[src/rtl/camr_pkg.sv]
// Package with shared constants, types and helpers for the mesh router.
package camr_pkg;

  localparam int unsigned MeshRowsDef = 4;
  localparam int unsigned MeshColsDef = 4;
  localparam int unsigned LoadBitsDef = 8;
  localparam int unsigned CostBits    = 16;
  localparam logic [CostBits-1:0] CostMax = '1;

  localparam logic [2:0] PortLocal = 3'd0;
  localparam logic [2:0] PortNorth = 3'd1;
  localparam logic [2:0] PortSouth = 3'd2;
  localparam logic [2:0] PortEast  = 3'd3;
  localparam logic [2:0] PortWest  = 3'd4;

  localparam logic KindLoad  = 1'b0;
  localparam logic KindRoute = 1'b1;

  // One queued word between the front and the back.
  typedef struct packed {
    logic       kind;
    logic [7:0] load_tile;
    logic [7:0] load_value;
    logic [7:0] dest_tile;
  } cmd_t;

  typedef enum logic [2:0] {
    StIdle, StInit, StSweep, StPick, StOut
  } state_e;

  function automatic logic [CostBits-1:0] sat_add(input logic [CostBits-1:0] a,
                                                  input logic [CostBits-1:0] b);
    logic [CostBits:0] s;
    s = {1'b0, a} + {1'b0, b};
    return s[CostBits] ? CostMax : s[CostBits-1:0];
  endfunction

endpackage

[src/rtl/camr_cmd_fifo.sv]
// Two-entry command queue between the front end and the relaxation engine.
module camr_cmd_fifo (
  input  logic            clk_i,
  input  logic            rst_ni,
  input  logic            push_i,
  input  camr_pkg::cmd_t  data_i,
  output logic            full_o,
  input  logic            pop_i,
  output logic            empty_o,
  output camr_pkg::cmd_t  data_o
);
  import camr_pkg::*;

  cmd_t       mem_q [2];
  logic       wptr_q, rptr_q;
  logic [1:0] cnt_q;

  assign full_o  = cnt_q == 2'd2;
  assign empty_o = cnt_q == 2'd0;
  assign data_o  = mem_q[rptr_q];

  always_ff @(posedge clk_i) begin
    if (push_i && !full_o) begin
      mem_q[wptr_q] <= data_i;
    end
  end

  always_ff @(posedge clk_i or negedge rst_ni) begin
    if (!rst_ni) begin
      wptr_q <= 1'b0;
      rptr_q <= 1'b0;
      cnt_q  <= 2'd0;
    end else begin
      if (push_i && !full_o) wptr_q <= ~wptr_q;
      if (pop_i && !empty_o) rptr_q <= ~rptr_q;
      cnt_q <= cnt_q + 2'((push_i && !full_o) ? 1 : 0) - 2'((pop_i && !empty_o) ? 1 : 0);
    end
  end
endmodule

[src/rtl/camr_engine.sv]
// Load table and iterative Bellman-Ford relaxation engine, one tile per cycle.
module camr_engine #(
  parameter int unsigned MeshRows = camr_pkg::MeshRowsDef,
  parameter int unsigned MeshCols = camr_pkg::MeshColsDef,
  parameter int unsigned LoadBits = camr_pkg::LoadBitsDef
) (
  input  logic                       clk_i,
  input  logic                       rst_ni,
  input  logic [7:0]                 router_tile_i,
  input  logic                       cmd_empty_i,
  input  camr_pkg::cmd_t             cmd_i,
  output logic                       cmd_pop_o,
  output logic                       res_valid_o,
  input  logic                       res_ready_i,
  output logic [2:0]                 next_port_o,
  output logic [camr_pkg::CostBits-1:0] path_cost_o
);
  import camr_pkg::*;

  localparam int unsigned Tiles = MeshRows * MeshCols;
  localparam int unsigned TW = $clog2(Tiles);
  localparam int unsigned RW = $clog2(MeshRows);
  localparam int unsigned CW = $clog2(MeshCols);
  localparam logic [LoadBits-1:0] LoadMax = '1;

  state_e state_q, state_d;
  logic [LoadBits-1:0] load_q [Tiles];
  logic [CostBits-1:0] cost_q [Tiles];
  logic [Tiles-1:0]    cvalid_q;
  logic [TW-1:0]       dest_q, t_q;
  logic [RW-1:0]       r_q;
  logic [CW-1:0]       c_q;
  logic                changed_q;
  logic [2:0]          port_q;
  logic [CostBits-1:0] pcost_q;

  logic                have;
  logic [CostBits-1:0] best, cand;
  logic [TW-1:0]       nt;
  logic [TW-1:0]       pnt;
  logic                upd;
  logic [LoadBits-1:0] lv_sat;
  logic                route_ok;
  logic [RW-1:0]       xr;
  logic [CW-1:0]       xc;
  logic                p_have;
  logic [CostBits-1:0] p_best;
  logic [2:0]          p_sel;
  logic                last_tile;

  // Minimum over the four neighbours of the swept tile, west/east/north/south.
  always_comb begin
    have = 1'b0;
    best = '0;
    nt   = '0;
    if (r_q > 0) begin
      nt = t_q - TW'(MeshCols);
      if (cvalid_q[nt] && (!have || cost_q[nt] < best)) begin best = cost_q[nt]; have = 1'b1; end
    end
    if (int'(r_q) < MeshRows - 1) begin
      nt = t_q + TW'(MeshCols);
      if (cvalid_q[nt] && (!have || cost_q[nt] < best)) begin best = cost_q[nt]; have = 1'b1; end
    end
    if (c_q > 0) begin
      nt = t_q - TW'(1);
      if (cvalid_q[nt] && (!have || cost_q[nt] < best)) begin best = cost_q[nt]; have = 1'b1; end
    end
    if (int'(c_q) < MeshCols - 1) begin
      nt = t_q + TW'(1);
      if (cvalid_q[nt] && (!have || cost_q[nt] < best)) begin best = cost_q[nt]; have = 1'b1; end
    end
    cand = sat_add(CostBits'(load_q[t_q]), best);
    upd  = have && (!cvalid_q[t_q] || cost_q[t_q] > cand);
  end

  // Final port choice from the router's own neighbours.
  always_comb begin
    // Row of the router tile by comparing against each row start.
    xr = '0;
    for (int r = 1; r < int'(MeshRows); r++) begin
      if (int'(router_tile_i[TW-1:0]) >= r * int'(MeshCols)) xr = RW'(r);
    end
    xc = CW'(router_tile_i[TW-1:0] - TW'(int'(xr) * int'(MeshCols)));
    p_have = 1'b0;
    p_best = '0;
    p_sel  = PortLocal;
    pnt    = '0;
    if (xr > 0) begin
      pnt = router_tile_i[TW-1:0] - TW'(MeshCols);
      if (cvalid_q[pnt] && (!p_have || cost_q[pnt] < p_best)) begin
        p_best = cost_q[pnt]; p_sel = PortWest; p_have = 1'b1;
      end
    end
    if (int'(xr) < MeshRows - 1) begin
      pnt = router_tile_i[TW-1:0] + TW'(MeshCols);
      if (cvalid_q[pnt] && (!p_have || cost_q[pnt] < p_best)) begin
        p_best = cost_q[pnt]; p_sel = PortEast; p_have = 1'b1;
      end
    end
    if (xc > 0) begin
      pnt = router_tile_i[TW-1:0] - TW'(1);
      if (cvalid_q[pnt] && (!p_have || cost_q[pnt] < p_best)) begin
        p_best = cost_q[pnt]; p_sel = PortNorth; p_have = 1'b1;
      end
    end
    if (int'(xc) < MeshCols - 1) begin
      pnt = router_tile_i[TW-1:0] + TW'(1);
      if (cvalid_q[pnt] && (!p_have || cost_q[pnt] < p_best)) begin
        p_best = cost_q[pnt]; p_sel = PortSouth; p_have = 1'b1;
      end
    end
  end

  assign lv_sat = (int'(cmd_i.load_value) > int'(LoadMax)) ? LoadMax
                                                            : LoadBits'(cmd_i.load_value);
  assign route_ok = (int'(cmd_i.dest_tile) < Tiles) && (int'(router_tile_i) < Tiles) &&
                    (cmd_i.dest_tile != router_tile_i);
  assign last_tile = int'(t_q) == Tiles - 1;

  always_comb begin
    state_d   = state_q;
    cmd_pop_o = 1'b0;
    case (state_q)
      StIdle: begin
        if (!cmd_empty_i) begin
          cmd_pop_o = 1'b1;
          if (cmd_i.kind == KindLoad) state_d = StIdle;
          else if (route_ok) state_d = StInit;
          else state_d = StOut;
        end
      end
      StInit:  state_d = StSweep;
      StSweep: if (last_tile && !(changed_q || upd)) state_d = StPick;
      StPick:  state_d = StOut;
      StOut:   if (res_ready_i) state_d = StIdle;
      default: state_d = StIdle;
    endcase
  end

  assign res_valid_o = state_q == StOut;
  assign next_port_o = port_q;
  assign path_cost_o = pcost_q;

  always_ff @(posedge clk_i or negedge rst_ni) begin
    if (!rst_ni) begin
      state_q <= StIdle;
      for (int i = 0; i < Tiles; i++) load_q[i] <= '0;
      cvalid_q  <= '0;
      t_q       <= '0;
      r_q       <= '0;
      c_q       <= '0;
      changed_q <= 1'b0;
    end else begin
      state_q <= state_d;
      case (state_q)
        StIdle: begin
          if (!cmd_empty_i && cmd_i.kind == KindLoad && int'(cmd_i.load_tile) < Tiles) begin
            load_q[cmd_i.load_tile[TW-1:0]] <= lv_sat;
          end
        end
        StInit: begin
          // Only the destination starts with a known cost.
          cvalid_q <= Tiles'(1) << dest_q;
          t_q <= '0; r_q <= '0; c_q <= '0;
          changed_q <= 1'b0;
        end
        StSweep: begin
          if (upd) cvalid_q[t_q] <= 1'b1;
          if (last_tile) begin
            t_q <= '0; r_q <= '0; c_q <= '0;
            changed_q <= 1'b0;
          end else begin
            t_q <= t_q + TW'(1);
            if (int'(c_q) == MeshCols - 1) begin
              c_q <= '0; r_q <= r_q + RW'(1);
            end else begin
              c_q <= c_q + CW'(1);
            end
            changed_q <= changed_q | upd;
          end
        end
        default: ;
      endcase
    end
  end

  always_ff @(posedge clk_i) begin
    if (state_q == StIdle && !cmd_empty_i) begin
      dest_q  <= cmd_i.dest_tile[TW-1:0];
      port_q  <= PortLocal;
      pcost_q <= '0;
    end
    if (state_q == StInit) cost_q[dest_q] <= '0;
    if (state_q == StSweep && upd) cost_q[t_q] <= cand;
    if (state_q == StPick) begin
      port_q  <= p_have ? p_sel : PortLocal;
      pcost_q <= p_have ? p_best : '0;
    end
  end
endmodule

[src/rtl/congestion_aware_mesh_router_core.sv]
// Top level of the congestion-aware mesh router: front queue plus relaxation engine.
// Usage: items enter through push/full; an item is taken when push is high and
// full low. kind_i 0 writes a tile's load (no result); kind_i 1 requests a route to
// dest_tile_i and yields one result word. Results leave through empty/pop, with
// next_port_o and path_cost_o valid while empty is low.
// The user must write router_tile via cfg_we_i/cfg_wdata_i while the block is idle;
// the block does not enforce this. A two-word command queue decouples the input
// from the engine: pushes go on during a route or an unpopped result, until full.
// A load update is written as the engine takes it from the queue. A route request
// passes through an init step, then relaxation sweeps over all Tiles tiles, one tile
// per cycle, repeated until a sweep changes nothing (at least 2 and at most about
// Tiles+1 sweeps), then a pick step that chooses the port, before its result is shown.
// Local and out-of-range requests skip the sweeps and go straight to the result.
// Reset clears the load table, the router tile, the queue and the engine state.
// If the receiver stalls, the result holds and the engine waits; the queue then fills.
module congestion_aware_mesh_router_core #(
  parameter int unsigned MeshRows = camr_pkg::MeshRowsDef,
  parameter int unsigned MeshCols = camr_pkg::MeshColsDef,
  parameter int unsigned LoadBits = camr_pkg::LoadBitsDef
) (
  input  logic        clk_i,
  input  logic        rst_ni,
  input  logic        cfg_we_i,
  input  logic [7:0]  cfg_wdata_i,
  input  logic        push,
  output logic        full,
  input  logic        kind_i,
  input  logic [7:0]  load_tile_i,
  input  logic [7:0]  load_value_i,
  input  logic [7:0]  dest_tile_i,
  output logic        empty,
  input  logic        pop,
  output logic [2:0]  next_port_o,
  output logic [15:0] path_cost_o
);
  import camr_pkg::*;

  logic [7:0] router_tile_q;
  cmd_t       in_cmd, q_cmd;
  logic       q_empty, q_pop, res_valid;

  always_ff @(posedge clk_i or negedge rst_ni) begin
    if (!rst_ni) router_tile_q <= '0;
    else if (cfg_we_i) router_tile_q <= cfg_wdata_i;
  end

  assign in_cmd = '{kind: kind_i, load_tile: load_tile_i,
                    load_value: load_value_i, dest_tile: dest_tile_i};

  camr_cmd_fifo u_fifo (
    .clk_i, .rst_ni,
    .push_i(push), .data_i(in_cmd), .full_o(full),
    .pop_i(q_pop), .empty_o(q_empty), .data_o(q_cmd)
  );

  camr_engine #(.MeshRows(MeshRows), .MeshCols(MeshCols), .LoadBits(LoadBits)) u_engine (
    .clk_i, .rst_ni,
    .router_tile_i(router_tile_q),
    .cmd_empty_i(q_empty), .cmd_i(q_cmd), .cmd_pop_o(q_pop),
    .res_valid_o(res_valid), .res_ready_i(pop),
    .next_port_o, .path_cost_o
  );

  assign empty = !res_valid;
endmodule
[config.mk]
export PLATFORM = sky130hd
export DESIGN_NAME = congestion_aware_mesh_router_core
export DESIGN_NICKNAME = d
export VERILOG_FILES = /design/src/rtl/camr_pkg.sv /design/src/rtl/camr_cmd_fifo.sv /design/src/rtl/camr_engine.sv /design/src/rtl/congestion_aware_mesh_router_core.sv
export SDC_FILE = /design/constraint.sdc
export NUM_CORES = 2
export LEC_CHECK = 0
export BUFFER_PORTS_ARGS = -buffer_cell sky130_fd_sc_hd__buf_2
export CAP_MARGIN = 15
export CORE_MARGIN = 1.5
export CORE_UTILIZATION = 40
export DETAILED_ROUTE_END_ITERATION = 6
export PLACE_DENSITY = 0.63
export SYNTH_ARGS = -nofsm -noshare
export SYNTH_HDL_FRONTEND = slang
export SYNTH_SLANG_ARGS = --single-unit
[constraint.sdc]
create_clock -name clk_i -period 15.3 [get_ports clk_i]
set_input_delay 2.295 -clock clk_i [delete_from_list [all_inputs] [get_ports clk_i]]
set_output_delay 2.295 -clock clk_i [all_outputs]
set_load 0.02 [all_outputs]
; ---- Yosys cells after proc, flatten, opt, wreduce, memory -nomap -nowiden
; Memory sizes are Yosys's and may differ from the RTL's.
; Cells that the tools add are included.
[op_classes]
n_mul = 0
n_div = 0
n_addsub = 14
reduce_logical = 46
n_lt_le_gt_ge = 34
muxes = 107
n_eq_ne = 13
n_bitwise = 7
n_shift = 1
[ops]
columns = cell, count
row1 = $mux 16, 22
row2 = $bwmux 128, 1
row3 = $lt 16x16->1, 6
row4 = $mux 3, 16
row5 = $lt 4x5->1 const B, 9
row6 = $mux 1, 39
row7 = $bmux 1 s4, 9
row8 = $bmux 8 s4, 1
row9 = $demux 8 s4, 1
row10 = $pmux 16 s2, 1
row11 = $lt 8x5->1 const B, 3
row12 = $mux 8, 3
row13 = $logic_and 1x1->1, 18
row14 = $add 8x16->17, 1
row15 = $gt 16x16->1, 1
row16 = $or 16x16->16, 1
row17 = $reduce_or 16->1, 1
row18 = $shl 1x4->16 const A, 1
row19 = $pmux 3 s5, 1
row20 = $mux 2, 6
row21 = $logic_not 1->1, 11
row22 = $ge 5x5->1 const B, 2
row23 = $not 4->5, 2
row24 = $add 4x1->4 const B, 2
row25 = 35 further kinds, 64
[totals]
elab_cells = 253
latch_bits = 0
mem_bits_ro = 0
reg_bits = 191
n_memories = 2
ram_bits = 306
out_inout_bits = 21
[mem_list]
columns = memory, words, width, rd, rd_ports_with_merged_regs, wr, line
row1 = u_engine.cost_q, 16, 16, 9, 0, 1, camr_engine.sv:28  ; logic [CostBits-1:0] cost_q [Tiles];
row2 = u_fifo.mem_q, 2, 25, 1, 0, 1, camr_cmd_fifo.sv:14  ; cmd_t mem_q [2];

; ---- Longest topological paths before layout
[logic_depth]
depth_word = 30
ltp_mapped = 74
ltp_nobuf = 63

; ---- Hierarchy
; Synthesis repeated with hierarchy kept, for this count alone.
[hier_totals]
hier_cells = 2659
area_unflattened_um2 = 37225.7
[by_module_without_submodules]
columns = module, area_each_um2, cells_each, n_inst, seq_area_each_um2
row1 = camr_engine, 34784.6, 2545, 1, 12281.8
row2 = camr_cmd_fifo, 2105.8, 96, 1, 1601.5
row3 = congestion_aware_mesh_router_core, 335.3, 18, 1, 200.2

; ---- Worst setup path before layout
; Ideal clock, no wire load.
[synth_path]
kind = reg2reg
startpoint = register u_engine.t_q[1]
endpoint = memory u_engine.cost_q[10][0] (enable)
setup_time_ns = 0.388
arrival_ns = 14.514
stages_incl_launch_ff = 65
slack_ns = 0.397
period_less_slack_ns = 14.903
path_buffers = 21
required_time_ns = 14.912
cell_sequence = dfrtp_1 buf_4 buf_6 buf_6 buf_2 buf_2 buf_2 buf_1 buf_1 inv_1 ha_1 buf_2 buf_2 buf_2 buf_2 buf_2 buf_1 clkbuf_1 [... 29 more ...] nor2_1 nor3_1 or3b_2 a21oi_1 ha_1 a21o_1 a21o_1 a21o_1 a21oi_1 nor2b_1 o21ai_0 a31oi_1 o22ai_1 nand2b_1 buf_2 buf_2 a31oi_1 nor2_1
[synth_between]
elab_chain_len = 30
[synth_rtl]
columns = item, line
row1 = from (decl), camr_engine.sv:30  ; logic [TW-1:0] dest_q, t_q;
row2 = from (signal assigned), camr_engine.sv:173  ; t_q <= t_q + TW'(1);
row3 = $sub 4x3->4, camr_engine.sv:57  ; nt = t_q - TW'(MeshCols);
row4 = $bmux 1 s4, camr_engine.sv:58  ; if (cvalid_q[nt] && (!have || cost_q[nt] < best)) begin best = cost_q[nt]; have = 1'b1; end
row5 = $mux 1 (implied by the code), camr_engine.sv:58
row6 = $mux 16 / $mux 1 (equally long branches), camr_engine.sv:58
row7 = $mux 16 / $mux 1 (equally long branches), camr_engine.sv:56  ; if (r_q > 0) begin
row8 = $lt 16x16->1 / $logic_not 1->1 (equally long branches), camr_engine.sv:62  ; if (cvalid_q[nt] && (!have || cost_q[nt] < best)) begin best = cost_q[nt]; have = 1'b1; end
row9 = $logic_or 1x1->1, camr_engine.sv:62
row10 = $logic_and 1x1->1, camr_engine.sv:62
row11 = [... 14 more ...], --
row12 = $gt 16x16->1, camr_engine.sv:73  ; upd = have && (!cvalid_q[t_q] || cost_q[t_q] > cand);
row13 = $logic_or 1x1->1, camr_engine.sv:73
row14 = $logic_and 1x1->1, camr_engine.sv:73
row15 = $logic_and 1x1->1, camr_engine.sv:194  ; if (state_q == StSweep && upd) cost_q[t_q] <= cand;
row16 = $mux 1, camr_engine.sv:194
row17 = $mux 1 (implied by the code), camr_engine.sv:194
row18 = $reduce_or 16->1 (no line), --
row19 = $mux 4 (no line) / $mux 1 (equally long branches), --
row20 = to (decl), camr_engine.sv:28
; Several ways; a longest one is shown, not always the timed one. The select of a mux whose other input is x is not followed.

; ---- Final worst setup path
[layout_path]
startpoint = register u_engine.t_q[0]
endpoint = memory u_engine.cost_q[13][10] (enable)
; The elaborated chain is that of the path after synthesis.

==> run_results.csv <==
group,metric,value,unit
synthesis,synthTopCellsByArea,"mux4_2, edfxtp_1, dfrtp_1",
drt,firstDrtPassIters,6,
worst_setup_path,cp_slowest_cell,"dfrtp_4",
floorplan,die_w,304.7,µm
synthesis,ys.warnings.count,0,
drt,drc,0,
sta,min_period,14.47,ns
clock_network,cts_root_buffer,"clkbuf_16",
worst_setup_path,cp-start-kind,"flip-flop",
drt,avgRoutedWirePerCell,31.35,µm
clock_network,clock_latency,0.65,ns
outcome,status,"complete, no violations",
clock_network,cts_tree,"yes",
worst_setup_path,crit_fanout,45,
sta,period_share,0.9455,
synthesis,ys_seq_area_frac,0.3869,
synthesis,synth_ff_type,"edfxtp_1",
grt,grt_max_degree,103,
clock_network,cts.sinks,497,
clock_network,clk_pin_slew,0.06,ns
drt,drtIter0Drc,3661,
floorplan,rows,110,
power_and_ir_drop,ir_drop,0.08793,mV
placed_design,gp_congestion,1.054,
grt,gr-total-overflow,0,
synthesis,synth_edf_count,329,
clock_network,cts-buffers-inserted,55,
worst_setup_path,crit_family,"compound AO/OA/AOI/OAI gates",
power_and_ir_drop,p_switching,1553,µW
power_and_ir_drop,pwr-share-clk,0.324,
sta,relSlewSlack,0.1174,
worst_setup_path,cp-end-kind,"flip-flop",
finish,area_growth,11.43,%
sta,tightest_slew,1.324,ns
drt,viasPerCell,6.947,
finish,nets,2822,
synthesis,syn_avg_cell_area,13.90,µm²
job,maxCapViolations,0,
worst_setup_path,max_stage_delay,0.67,ns
worst_setup_path,cp.required,15.60,ns
placed_design,io_buffers,58,
placed_design,place_hpwl,85.46,mm
synthesis,syn-cell-area,36400,µm²
finish,drive_gt1_frac,0.3382,
floorplan,floorplan.initialDensity,0.4038,
worst_setup_path,worst-path-buf-inv,4,
floorplan,fp.dieArea,92830,µm²
sta,max_freq,0.06913,GHz
sta,fin_worst_skew,0.06547,ns
drt,ant_nets,0,
worst_setup_path,cp_common_cell,"a21oi_1",
floorplan,die_h,304.7,µm
sta,tns,0,ns
grt,grt_pass1_wl,178.5,mm
drt,vias,26930,
clock_network,postCtsHoldBufs,0,
synthesis,synth_cell_types,82,
synthesis,synth_cells,2619,
drt,routed_wirelength,121.5,mm
synthesis,yosys.area.top_type_share,0.3520,
grt,grt_pass1_vias,26490,
worst_setup_path,worst_ep_arrival_time,14.77,ns
power_and_ir_drop,leakage,0.01504,µW
synthesis,synth.largest_area_cell,"mux4_2",
worst_setup_path,criticalPathCategory,"flip-flop to flip-flop",
power_and_ir_drop,power,4563,µW
power_and_ir_drop,power_frac_comb,0.309,
synthesis,syn_nets,2790,
grt,antenna_found_initial,4,
synthesis,synth_seq_cells,497,
power_and_ir_drop,p_per_area,112.5,nW/µm²
floorplan,core,90150,µm²
sta,setup_violations,0,
floorplan,io_pins,59,
power_and_ir_drop,p_int,3010,µW
grt,grt_usage,0.2578,
clock_network,cts_buffer_depth,3,
sta,rsz0062_at_grt,"no",
sta,maxSlewViolCount,0,
power_and_ir_drop,swShare,0.3404,
power_and_ir_drop,pwr-share-seq,0.367,
worst_hold_path,hp-class,"flip-flop to flip-flop",
sta,hold_violations,0,
clock_network,h-tree-depth,2,
synthesis,async_reset_ff_frac,0.3380,
## worst reg2reg max path: cells and delay by family, from the launching register on
kind            cells  cell delay (ns)
compound gates     32             6.13
mux                 5             2.60
flops               1             0.67
buf+inv             4             1.03
simple gates       12             2.30
fa+ha+maj           5             1.44
## path summary, 6_finish.rpt
path                                       from                       to  slack, ns  depth (start not counted)
max in group asynchronous                rst_ni      u_engine.load_q[24]      11.78                          3
max reg2reg                     u_engine.t_q[0]  u_engine.cost_q[13][10]       0.83                         58
max                             u_engine.t_q[0]  u_engine.cost_q[13][10]       0.83                         58
min in group asynchronous                rst_ni          u_engine.r_q[1]       1.59                          1
min                        u_engine.load_q[123]     u_engine.load_q[123]       0.48                          2
min reg2reg                u_engine.load_q[123]     u_engine.load_q[123]       0.48                          2
## power groups by stage
stage | logic (µW) | clock network [µW] | registers [µW]
6_report | 1410 | 1480 | 1680
5_1_grt | 1500 | 1540 | 1690
4_1_cts | 1370 | 1500 | 1670
3_5_place_dp | 1360 | 0 | 1700
3_3_place_gp | 1330 | 0 | 1690
2_1_floorplan | 979 | 0 | 1670
## layout make-up
type / instances / area (µm²)
Clock buffer: 67 / 1503
Inverter: 91 / 341.6
Multi-Input combinational cell: 1836 / 21290
Tap cell: 1176 / 1471
Sequential cell: 497 / 14100
Timing Repair Buffer: 170 / 1321
Clock inverter: 36 / 534.3
Antenna cell: 3 / 7.507
Fill cell: 7808 / 49580
## what timing repair did
item	CTS	global route
endpoints found under the setup margin	0	256
gates resized for setup	0	5
setup buffers	0	3
endpoints found under the hold margin	0	0
## per-layer routing
metal	share of wire	track usage
met1	0.36	0.3302
met2	0.47	0.4025
met3	0.12	0.07294
met4	0.057	0.1281
met5	0.000058	0
## state kept, by name, summed over array words and instances, names as in the netlist
register              count
router_tile_q             8
u_engine.c_q              2
u_engine.changed_q        1
u_engine.cost_q         256
u_engine.cvalid_q        16
u_engine.dest_q           4
u_engine.load_q         128
u_engine.next_port_o      3
u_engine.path_cost_o     16
u_engine.r_q              2
u_engine.state_q          3
u_engine.t_q              4
u_fifo.cnt_q              2
u_fifo.mem_q             50
u_fifo.rptr_q             1
u_fifo.wptr_q             1
## layout by cell type (no fill, tap or decap), types with 20 or more instances in the layout
master,count
a21o_1,23
a21oi_1,72
buf_2,57
buf_4,98
clkbuf_16,58
dfrtp_1,162
edfxtp_1,329
ha_1,129
inv_1,86
mux2_2,23
mux2i_1,101
mux4_2,569
nand2_1,267
nand3_1,22
nor2_1,104
nor2b_1,20
nor3_1,28
o21a_1,26
o21ai_0,205
## cell usage after synthesis, drive strengths merged (6+ instances only)
| cell type | count |
|---|---|
| mux4 | 569 |
| edfxtp | 329 |
| nand2 | 267 |
| o21ai | 210 |
| dfrtp | 168 |
| ha | 132 |
| nor2 | 122 |
| mux2i | 101 |
| clkbuf | 99 |
| buf | 97 |
| inv | 88 |
| a21oi | 74 |
| nor3 | 28 |
| mux2 | 26 |
| o21a | 26 |
| a21o | 23 |
| nand3 | 22 |
| xnor2 | 21 |
| nor2b | 20 |
| nand2b | 18 |
| nand4 | 18 |
| o2bb2ai | 16 |
| a211oi | 15 |
| a31oi | 10 |
| o32ai | 9 |
| and3 | 7 |
| or2 | 7 |
| and4 | 6 |
| nor4 | 6 |
## cell families (layout without fill, tap and decap cells)
| kind of cell | count (synthesis) | after routing | share of synthesized area |
|---|---|---|---|
| AOI/OAI and AO/OA | 439 | 440 | 0.07369 |
| xor gates and xnor gates | 23 | 23 | 0.005946 |
| adders and majority gates | 133 | 133 | 0.04592 |
| buffers and inverters | 287 | 364 | 0.03275 |
| DFF | 497 | 497 | 0.3869 |
| muxes | 696 | 696 | 0.3879 |
| other | 0 | 3 | 0 |
| and+or+nand+nor | 544 | 544 | 0.06688 |
## metrics by stage
stage               std cells  utilization  setup WS [ns]  hold WS, ns  instance area, µm²
floorplan                2619            -         0.3972       0.4446               36400
global placement         3753       0.4248         0.9844       0.4559               38290
detailed placement       3756       0.4251         0.9268       0.4689               38320
CTS                      3859       0.4477         0.8191       0.4813               40360
global route             3873       0.4499        0.01537       0.5002               40560
finish                   3876       0.4500         0.8335       0.4792               40570
Power figures use the tool's default switching activity.
